$ cat src/design/mrrf_pkg.sv
package mrrf_pkg;

  // Input opcodes as they arrive on the request port.
  typedef enum logic [2:0] {
    OP_READ_HOLDING = 3'd0,
    OP_READ_INPUT   = 3'd1,
    OP_WRITE_SINGLE = 3'd2,
    OP_WRITE_MULTI  = 3'd3,
    OP_DATA_WORD    = 3'd4
  } opcode_e;

  // Kind of work handed from the front to the back.
  typedef enum logic [1:0] {
    KIND_REQUEST = 2'd0,
    KIND_HEADER  = 2'd1,
    KIND_DATA    = 2'd2
  } kind_e;

  // Modbus function codes placed in the frame.
  localparam logic [7:0] FC_READ_HOLDING = 8'd3;
  localparam logic [7:0] FC_READ_INPUT   = 8'd4;
  localparam logic [7:0] FC_WRITE_SINGLE = 8'd6;
  localparam logic [7:0] FC_WRITE_MULTI  = 8'd16;

  // CRC-16 start value and reflected polynomial.
  localparam logic [15:0] CRC_INIT = 16'hFFFF;
  localparam logic [15:0] CRC_POLY = 16'hA001;

  // Default depth of the queue between front and back.
  localparam int unsigned QUEUE_DEPTH = 2;

  // One classified request as stored in the queue.
  typedef struct packed {
    kind_e       kind;
    logic [7:0]  func_code;
    logic [7:0]  device;
    logic [15:0] reg_address;
    logic [15:0] value;
  } cmd_t;

endpackage

$ cat src/design/mrrf_front.sv
module mrrf_front #(
  parameter int unsigned QueueDepth = mrrf_pkg::QUEUE_DEPTH
) (
  input  logic           clk_i,
  input  logic           rst_ni,
  input  logic           push_i,
  output logic           full_o,
  input  logic [2:0]     opcode_i,
  input  logic [7:0]     device_i,
  input  logic [15:0]    reg_address_i,
  input  logic [15:0]    value_i,
  output logic           cmd_valid_o,
  output mrrf_pkg::cmd_t cmd_o,
  input  logic           cmd_take_i
);

  localparam int unsigned PtrW = (QueueDepth > 1) ? $clog2(QueueDepth) : 1;
  localparam int unsigned CntW = $clog2(QueueDepth + 1);
  localparam logic [PtrW-1:0] LastPtr = PtrW'(QueueDepth - 1);
  localparam logic [CntW-1:0] FullCnt = CntW'(QueueDepth);

  mrrf_pkg::cmd_t  queue_q [QueueDepth];
  logic [PtrW-1:0] wr_ptr_q, wr_ptr_d;
  logic [PtrW-1:0] rd_ptr_q, rd_ptr_d;
  logic [CntW-1:0] count_q, count_d;

  mrrf_pkg::cmd_t cmd_new;
  logic           known_op;
  logic           wr_en;
  logic           rd_en;

  // Classify the incoming request; unused opcodes are dropped here.
  always_comb begin
    cmd_new.device      = device_i;
    cmd_new.reg_address = reg_address_i;
    cmd_new.value       = value_i;
    cmd_new.kind        = mrrf_pkg::KIND_REQUEST;
    cmd_new.func_code   = mrrf_pkg::FC_READ_HOLDING;
    known_op            = 1'b1;
    case (opcode_i)
      mrrf_pkg::OP_READ_HOLDING: begin
        cmd_new.func_code = mrrf_pkg::FC_READ_HOLDING;
      end
      mrrf_pkg::OP_READ_INPUT: begin
        cmd_new.func_code = mrrf_pkg::FC_READ_INPUT;
      end
      mrrf_pkg::OP_WRITE_SINGLE: begin
        cmd_new.func_code = mrrf_pkg::FC_WRITE_SINGLE;
      end
      mrrf_pkg::OP_WRITE_MULTI: begin
        cmd_new.kind      = mrrf_pkg::KIND_HEADER;
        cmd_new.func_code = mrrf_pkg::FC_WRITE_MULTI;
      end
      mrrf_pkg::OP_DATA_WORD: begin
        cmd_new.kind = mrrf_pkg::KIND_DATA;
      end
      default: begin
        known_op = 1'b0;
      end
    endcase
  end

  assign full_o      = (count_q == FullCnt);
  assign wr_en       = push_i && !full_o && known_op;
  assign cmd_valid_o = (count_q != '0);
  assign rd_en       = cmd_valid_o && cmd_take_i;
  assign cmd_o       = queue_q[rd_ptr_q];

  // Pointer and fill count updates with explicit wrap.
  always_comb begin
    wr_ptr_d = wr_ptr_q;
    rd_ptr_d = rd_ptr_q;
    count_d  = count_q;
    if (wr_en) begin
      wr_ptr_d = (wr_ptr_q == LastPtr) ? '0 : wr_ptr_q + 1'b1;
    end
    if (rd_en) begin
      rd_ptr_d = (rd_ptr_q == LastPtr) ? '0 : rd_ptr_q + 1'b1;
    end
    if (wr_en && !rd_en) begin
      count_d = count_q + 1'b1;
    end else if (!wr_en && rd_en) begin
      count_d = count_q - 1'b1;
    end
  end

  always_ff @(posedge clk_i or negedge rst_ni) begin
    if (!rst_ni) begin
      wr_ptr_q <= '0;
      rd_ptr_q <= '0;
      count_q  <= '0;
    end else begin
      wr_ptr_q <= wr_ptr_d;
      rd_ptr_q <= rd_ptr_d;
      count_q  <= count_d;
    end
  end

  // Queue storage.
  always_ff @(posedge clk_i) begin
    if (wr_en) begin
      queue_q[wr_ptr_q] <= cmd_new;
    end
  end

  // The fill count never exceeds the depth.
  assert property (@(posedge clk_i) disable iff (!rst_ni) count_q <= FullCnt)
    else $error("queue fill count beyond depth");

endmodule

$ cat src/design/mrrf_back.sv
module mrrf_back (
  input  logic           clk_i,
  input  logic           rst_ni,
  input  logic           cmd_valid_i,
  input  mrrf_pkg::cmd_t cmd_i,
  output logic           cmd_take_o,
  output logic           empty,
  input  logic           pop,
  output logic [7:0]     tx_byte_o,
  output logic           frame_end_o,
  output logic           last_of_item_o,
  output logic           misuse_o
);

  // One byte step of the reflected CRC-16.
  function automatic logic [15:0] crc_byte(input logic [15:0] crc, input logic [7:0] b);
    logic [15:0] c;
    c = crc ^ {8'h00, b};
    for (int k = 0; k < 8; k++) begin
      c = c[0] ? ((c >> 1) ^ mrrf_pkg::CRC_POLY) : (c >> 1);
    end
    return c;
  endfunction

  // Frame state.
  logic [15:0] crc_q, crc_d;
  logic [15:0] words_left_q, words_left_d;
  logic        frame_open_q, frame_open_d;

  // Item being emitted.
  logic        active_q, active_d;
  logic [3:0]  idx_q, idx_d;
  logic [3:0]  total_q, total_d;
  logic [2:0]  n_pay_q, n_pay_d;
  logic        restart_q, restart_d;
  logic        feed_q, feed_d;
  logic        misuse_q, misuse_d;
  logic [7:0]  bytes_q [7];
  logic [7:0]  bytes_d [7];

  // Output register.
  logic        out_valid_q, out_valid_d;
  logic [7:0]  out_byte_q, out_byte_d;
  logic        out_fend_q, out_fend_d;
  logic        out_last_q, out_last_d;
  logic        out_mis_q, out_mis_d;

  logic        adv;
  logic        emit;
  logic        last_byte;
  logic        load;
  logic        is_pay;
  logic        is_crc_hi;
  logic [7:0]  cur_byte;
  logic [15:0] crc_base;

  assign adv       = !out_valid_q || pop;
  assign emit      = adv && active_q;
  assign last_byte = (idx_q == total_q - 4'd1);
  assign load      = cmd_valid_i && (!active_q || (emit && last_byte));
  assign cmd_take_o = load;

  // Select the byte at the current step: payload, then CRC low, CRC high.
  always_comb begin
    is_pay    = (idx_q < {1'b0, n_pay_q});
    is_crc_hi = !is_pay && (idx_q != {1'b0, n_pay_q});
    crc_base  = (idx_q == '0 && restart_q) ? mrrf_pkg::CRC_INIT : crc_q;
    if (is_pay) begin
      cur_byte = bytes_q[idx_q[2:0]];
    end else if (is_crc_hi) begin
      cur_byte = crc_base[15:8];
    end else begin
      cur_byte = crc_base[7:0];
    end
  end

  // Sequencer: load the next command and step through its bytes.
  always_comb begin
    crc_d        = crc_q;
    words_left_d = words_left_q;
    frame_open_d = frame_open_q;
    active_d     = active_q;
    idx_d        = idx_q;
    total_d      = total_q;
    n_pay_d      = n_pay_q;
    restart_d    = restart_q;
    feed_d       = feed_q;
    misuse_d     = misuse_q;
    bytes_d      = bytes_q;
    out_valid_d  = out_valid_q;
    out_byte_d   = out_byte_q;
    out_fend_d   = out_fend_q;
    out_last_d   = out_last_q;
    out_mis_d    = out_mis_q;

    if (emit) begin
      out_valid_d = 1'b1;
      out_byte_d  = cur_byte;
      out_fend_d  = is_crc_hi;
      out_last_d  = last_byte;
      out_mis_d   = misuse_q;
      idx_d       = idx_q + 4'd1;
      if (is_pay && feed_q) begin
        crc_d = crc_byte(crc_base, cur_byte);
      end else if (is_crc_hi) begin
        crc_d = mrrf_pkg::CRC_INIT;
      end
      if (last_byte) begin
        active_d = 1'b0;
      end
    end else if (pop) begin
      out_valid_d = 1'b0;
    end

    if (load) begin
      active_d  = 1'b1;
      idx_d     = '0;
      misuse_d  = 1'b0;
      feed_d    = 1'b1;
      restart_d = 1'b1;
      bytes_d[0] = cmd_i.device;
      bytes_d[1] = cmd_i.func_code;
      bytes_d[2] = cmd_i.reg_address[15:8];
      bytes_d[3] = cmd_i.reg_address[7:0];
      bytes_d[4] = cmd_i.value[15:8];
      bytes_d[5] = cmd_i.value[7:0];
      bytes_d[6] = {cmd_i.value[6:0], 1'b0};
      case (cmd_i.kind)
        mrrf_pkg::KIND_REQUEST: begin
          n_pay_d      = 3'd6;
          total_d      = 4'd8;
          frame_open_d = 1'b0;
          words_left_d = '0;
        end
        mrrf_pkg::KIND_HEADER: begin
          n_pay_d = 3'd7;
          if (cmd_i.value == '0) begin
            total_d      = 4'd9;
            frame_open_d = 1'b0;
          end else begin
            total_d      = 4'd7;
            frame_open_d = 1'b1;
          end
          words_left_d = cmd_i.value;
        end
        mrrf_pkg::KIND_DATA: begin
          restart_d = 1'b0;
          if (!frame_open_q || words_left_q == '0) begin
            // Stray data word: one zero byte flagged as misuse, state untouched.
            misuse_d   = 1'b1;
            feed_d     = 1'b0;
            bytes_d[0] = 8'h00;
            n_pay_d    = 3'd1;
            total_d    = 4'd1;
          end else begin
            bytes_d[0]   = cmd_i.value[15:8];
            bytes_d[1]   = cmd_i.value[7:0];
            n_pay_d      = 3'd2;
            words_left_d = words_left_q - 16'd1;
            if (words_left_q == 16'd1) begin
              total_d      = 4'd4;
              frame_open_d = 1'b0;
            end else begin
              total_d = 4'd2;
            end
          end
        end
        default: begin
          n_pay_d = 3'd6;
          total_d = 4'd8;
        end
      endcase
    end
  end

  always_ff @(posedge clk_i or negedge rst_ni) begin
    if (!rst_ni) begin
      crc_q        <= mrrf_pkg::CRC_INIT;
      words_left_q <= '0;
      frame_open_q <= 1'b0;
      active_q     <= 1'b0;
      out_valid_q  <= 1'b0;
    end else begin
      crc_q        <= crc_d;
      words_left_q <= words_left_d;
      frame_open_q <= frame_open_d;
      active_q     <= active_d;
      out_valid_q  <= out_valid_d;
    end
  end

  // Payload registers.
  always_ff @(posedge clk_i) begin
    idx_q      <= idx_d;
    total_q    <= total_d;
    n_pay_q    <= n_pay_d;
    restart_q  <= restart_d;
    feed_q     <= feed_d;
    misuse_q   <= misuse_d;
    bytes_q    <= bytes_d;
    out_byte_q <= out_byte_d;
    out_fend_q <= out_fend_d;
    out_last_q <= out_last_d;
    out_mis_q  <= out_mis_d;
  end

  assign empty          = !out_valid_q;
  assign tx_byte_o      = out_byte_q;
  assign frame_end_o    = out_fend_q;
  assign last_of_item_o = out_last_q;
  assign misuse_o       = out_mis_q;

  // A frame always closes on the last byte of its request.
  assert property (@(posedge clk_i) disable iff (!rst_ni)
    (!empty && frame_end_o) |-> last_of_item_o)
    else $error("frame end not on last byte of request");

  // A misuse result is a lone zero byte outside any frame end.
  assert property (@(posedge clk_i) disable iff (!rst_ni)
    (!empty && misuse_o) |-> (last_of_item_o && !frame_end_o && tx_byte_o == 8'h00))
    else $error("malformed misuse result");

  // An open write-multiple frame always has words still due.
  assert property (@(posedge clk_i) disable iff (!rst_ni)
    frame_open_q |-> (words_left_q != '0))
    else $error("open frame with no words left");

endmodule

$ cat src/design/modbus_rtu_request_framer_top.sv
// An accepted request passes the front queue, the back item registers and the output register
// before its first byte shows. The back gives one frame byte per cycle unless pop stalls it;
// a request makes 1 to 9 bytes; the single byte lane and CRC step of the back set this rate.
// Requests are queued in a short front queue, so push continues while bytes drain.
// Reset is asynchronous and active low: queue and result register empty, no frame open,
// CRC back at its start value.
module modbus_rtu_request_framer_top #(
  parameter int unsigned QueueDepth = mrrf_pkg::QUEUE_DEPTH
) (
  input  logic        clk_i,
  input  logic        rst_ni,
  input  logic        push,
  output logic        full,
  input  logic [2:0]  opcode_i,
  input  logic [7:0]  device_i,
  input  logic [15:0] reg_address_i,
  input  logic [15:0] value_i,
  output logic        empty,
  input  logic        pop,
  output logic [7:0]  tx_byte_o,
  output logic        frame_end_o,
  output logic        last_of_item_o,
  output logic        misuse_o
);

  logic           cmd_valid;
  logic           cmd_take;
  mrrf_pkg::cmd_t cmd;

  // Front: accept and classify requests into the queue.
  mrrf_front #(
    .QueueDepth(QueueDepth)
  ) u_front (
    .clk_i         (clk_i),
    .rst_ni        (rst_ni),
    .push_i        (push),
    .full_o        (full),
    .opcode_i      (opcode_i),
    .device_i      (device_i),
    .reg_address_i (reg_address_i),
    .value_i       (value_i),
    .cmd_valid_o   (cmd_valid),
    .cmd_o         (cmd),
    .cmd_take_i    (cmd_take)
  );

  // Back: build frame bytes and CRC, one byte per cycle unless pop stalls the output.
  mrrf_back u_back (
    .clk_i          (clk_i),
    .rst_ni         (rst_ni),
    .cmd_valid_i    (cmd_valid),
    .cmd_i          (cmd),
    .cmd_take_o     (cmd_take),
    .empty          (empty),
    .pop            (pop),
    .tx_byte_o      (tx_byte_o),
    .frame_end_o    (frame_end_o),
    .last_of_item_o (last_of_item_o),
    .misuse_o       (misuse_o)
  );

endmodule

$ cat config.mk
export PLATFORM = sky130hd
export DESIGN_NAME = modbus_rtu_request_framer_top
export DESIGN_NICKNAME = d
export VERILOG_FILES = /design/src/design/mrrf_pkg.sv /design/src/design/mrrf_front.sv /design/src/design/mrrf_back.sv /design/src/design/modbus_rtu_request_framer_top.sv
export SDC_FILE = /design/constraint.sdc
export NUM_CORES = 1
export LEC_CHECK = 0
export BUFFER_PORTS_ARGS = -buffer_cell sky130_fd_sc_hd__buf_2
export CAP_MARGIN = 0
export CORE_ASPECT_RATIO = 0.5
export CORE_MARGIN = 2
export CORE_UTILIZATION = 55
export CTS_BUF_LIST = sky130_fd_sc_hd__clkbuf_8
export DETAILED_ROUTE_END_ITERATION = 10
export GPL_ROUTABILITY_DRIVEN = 0
export PLACE_DENSITY = 0.84
export SYNTH_ARGS = -nofsm -noshare
export SYNTH_HDL_FRONTEND = slang
export SYNTH_SLANG_ARGS = --single-unit
$ cat constraint.sdc
create_clock -name clk_i -period 2.9 [get_ports clk_i]
set_input_delay 0.58 -clock clk_i [delete_from_list [all_inputs] [get_ports clk_i]]
set_output_delay 0.58 -clock clk_i [all_outputs]
set_load 0.05 [all_outputs]
==> run summary <==
Of all flip-flops after synthesis, the portion carrying an async set or reset was 19.31%. For the clock share of power, the log shows 16.8%. STA classifies the critical path endpoint as a flop. Setup total negative slack on the finished layout was measured at -0.01512 ns. After synthesis the cells add up to 0.009154 mm². The via density per instance was 5.924; the final number of hold-violating endpoints was 0. Of the cells placed in the final design, the portion with a size suffix greater than 1 is 30.43%. Termination of the worst setup path: u_back.crc_q[14]. The count of buffers added on input and output ports is 59. The vias after detailed routing was 6250; the initial antenna violation count was 0. After detailed placement, the design holds a cell count of 985.

The class of the most critical setup path is reg -> reg. Max-cap violations in this run came to 0. The detail route stage leaves a number of antenna-violating nets equal to 0. Leaving out fill and tap cells, the most frequent cell in the layout is sky130_fd_sc_hd__edfxtp_1. The multi-input combinational cells in the finished layout cover a total of 0.003211 mm².

Summing all flip-flop and latch instances after layout gives 0.005859 mm². The completed layout was analyzed and its total power is 13.65 mW. Global routing used 24.03% of the available tracks.

For the maximum clock insertion buffer count, the log shows 3. The first global-routing pass estimated 32.75 mm of wire. Measured along the x axis, the die boundary spans 186.4 µm. Fraction of power spent switching nets: 37.68%. Fill cells in the final layout number 1077.

For the maximum clock frequency, the log shows 0.3430 GHz. Across the routed clock network, the largest skew measured is 0.02063 ns. Summed over all cells, the static leakage comes to 4.229 nW.

The kind of start point of the critical path is a flop. The post-detailed-routing wire length came out at 21.30 mm. Setup repair after global routing could not meet its margin everywhere. The insertion delay of the later-clocked pin in the worst-skew pair was 0.58 ns; the largest net degree at the start of global routing was 61. The library cells used most frequently in the layout, excluding fill and tap cells, are sky130_fd_sc_hd__edfxtp_1 (159), sky130_fd_sc_hd__buf_4 (66), sky130_fd_sc_hd__buf_2 (59). The Yosys step of the flow raised 0 warnings. The worst pin sits at a relative slew slack of 41.53%. The power density over cell area was 1249 mW/mm²; the final count of negative-setup-slack endpoints was 1.

The run gives 66.97% as the final cell utilization of the core. The average size of a mapped cell came out at 13.56 µm². For the I/O pin count, the log shows 60.

The final critical-path setup slack is -0.01512 ns. The most used flip-flop cell after synthesis is sky130_fd_sc_hd__edfxtp_1. STA puts the critical path data arrival time at 3.43 ns. The number of synthesized flops with an enable pin is 159, and the die height is 95.23 µm.

Capture instance of the worst register-to-register path: u_back.crc_q[14]. In this run the clock root is driven by a sky130_fd_sc_hd__clkbuf_8. The final layout contains 865 nets. The tools report the count of pins over their slew limit as 0. For the final cell count without fillers, the log shows 1055. The library cell with the largest summed area after synthesis is sky130_fd_sc_hd__edfxtp_1. For the combinational power share, the log shows 51.0%.

The min-delay analysis places its worst path in the category in -> async. The first detailed-routing pass ran for 5 iterations. The clock transition at the registers of the reported paths came out at 0.07 ns.

Relative to the synthesized area, the layout overhead comes to 19.33%. VDD sags by at most 0.0007386 V. Along the worst path, the maximum fanout reaches 10. The setup slack of the most critical reg-to-reg path was -0.02 ns. For the register share of total power, the log shows 32.2%. The core outline area was 0.01631 mm²; the average wire per cell in the routed design was 20.19 µm. Of the synthesized area, sequential elements account for 63.91%.

The placed wire-length estimate was 13.79 mm. Dividing the final minimum period by the clock period gives 100.5%. In the routed design, unresolved DRC markers number 0. The analysis attributes to net switching a power of 5.142 mW. Tracing the worst setup path back leads to its startpoint at u_back.idx_q[0]. Clock sink count: 202.

After the first detailed-routing iteration, the DRC count stood at 755. After synthesis, the netlist uses 63 different library cells. The final reports fail on setup timing.

The tools report the number of instances in the synthesized netlist as 675. The worst register-to-register path begins at u_back.idx_q[0]. The die footprint was 0.01775 mm². TritonCTS built the clock tree. The logs give 33 for the number of cell rows and 56.13% for the initial cell density of the core. Data on the critical path is required at its endpoint by 3.41 ns. Counting I/O delays and the setup requirement, the final critical path takes 2.915 ns. The slew of the pin with the lowest slew margin works out to 0.8770 ns.

0 antenna diodes ended up in the layout. After synthesis, the largest area contributor takes up 52.16% of total cell area. Ranked by total cell area, the synthesized netlist is headed by sky130_fd_sc_hd__edfxtp_1 (52%), sky130_fd_sc_hd__dfrtp_1 (6.3%), sky130_fd_sc_hd__dfstp_2 (4.6%), sky130_fd_sc_hd__mux2_2 (3.6%), sky130_fd_sc_hd__mux2i_1 (3.5%). Synthesis produced a netlist with a net count of 734. The tools report the H-tree depth reported by CTS as 1. After global routing the overflow that remains totals 0. The number of cells on the worst reg-to-reg path is 10.

The number of global-route vias before repair was 6087; the number of synthesized register bits was 202. Counting the buffers created by CTS gives 29. The run finished, with violations left. The internal portion of the total power is 8.506 mW.
-- registers in the layout (all words and copies together) (netlist names), 2 cells and up --
| name | cells |
|---|---|
| u_back.bytes_q | 48 |
| u_back.crc_q | 16 |
| u_back.idx_q | 4 |
| u_back.n_pay_q | 2 |
| u_back.total_q | 3 |
| u_back.tx_byte_o | 8 |
| u_back.words_left_q | 16 |
| u_front.count_q | 2 |
| u_front.queue_q | 92 |
-- worst min-delay path by stage --
stage	startpoint	end	cells after the start
floorplan	rst_ni	u_back.active_q	0
global placement	u_back.active_q	u_back.out_valid_q	1
detailed placement	u_back.misuse_q	u_back.misuse_o	0
CTS	rst_ni	u_back.words_left_q[7]	1
global route	rst_ni	u_back.words_left_q[15]	1
finish	rst_ni	u_back.words_left_q[14]	1
-- synthesized netlist by cell type, drive strengths merged, types with 9 or more instances --
cell type,instances
a22oi,9
mux2,29
xor2,13
dfrtp,23
xnor2,22
inv,30
mux2i,32
ha,12
nand3,9
a211oi,10
dfstp,16
a21oi,40
nor3,10
nand2,37
o31ai,13
nor2,52
o21ai,26
edfxtp,159
clkbuf,22
nor2b,10
-- routing by layer --
layer	track usage, %	part of all wire, %
met3	5.668	10
met4	8.333	3.2
met5	0	0
met1	33.00	42
met2	38.22	45
-- layout make-up --
class | instances | share of cell area [%]
sequential | 202 | 53.64
clock buffer | 32 | 4.032
tap | 227 | 2.600
multi-input combinational | 413 | 29.39
clock inverter | 21 | 1.340
timing repair buffer | 129 | 7.892
inverter | 31 | 1.100
-- cell families (layout without fill, tap and decap cells) --
logic type      after synthesis  in the layout  synth area share [%]
fa+ha+maj                    12             12                 1.640
buf+inv                      60            213                 2.747
mux                          64             64                 7.805
xor+xnor                     42             42                 5.290
flops                       202            202                 63.91
compound gates              140            140                 10.46
simple gates                155            155                 8.147
-- through the flow --
step           cell area (µm²)  setup WS [ns]  hold WS, ns
2_1_floorplan             9173        0.03796       0.2844
3_3_place_gp             10060       -0.01818       0.4561
3_5_place_dp             10060        -0.1510       0.4523
4_1_cts                  10760       0.008907       0.1508
5_1_grt                  10920       -0.09216       0.1680
6_report                 10920       -0.01512       0.1202
-- worst max-delay path, cell delays in order, from the launching register on --
cell and delay (ns):
sky130_fd_sc_hd__dfxtp_4 0.42, sky130_fd_sc_hd__buf_4 0.21, sky130_fd_sc_hd__mux2i_1 0.22, sky130_fd_sc_hd__o21ai_0 0.22
sky130_fd_sc_hd__a2111oi_4 0.52, sky130_fd_sc_hd__o21ai_1 0.11, sky130_fd_sc_hd__o211ai_1 0.16, sky130_fd_sc_hd__xnor3_2 0.44
sky130_fd_sc_hd__buf_4 0.16, sky130_fd_sc_hd__xnor3_1 0.18, sky130_fd_sc_hd__o22a_1 0.20
-- power groups by stage --
stage	logic [mW]	registers (mW)	clock network, mW
floorplan	4.27	4.48	0
global placement	5.85	4.40	0
detailed placement	6.07	4.43	0
CTS	6.33	4.36	2.33
global route	7.40	4.45	2.46
finish	6.96	4.40	2.29
-- repair_timing --
item                                    in CTS  in global routing
endpoints found under the setup margin       3                 13
hold buffers                                 0                  0
gates resized for setup                     10                 18
buffers inserted                             7                 10
pin swaps                                    3                 15
No activity file was read; power rests on OpenSTA's default activity.
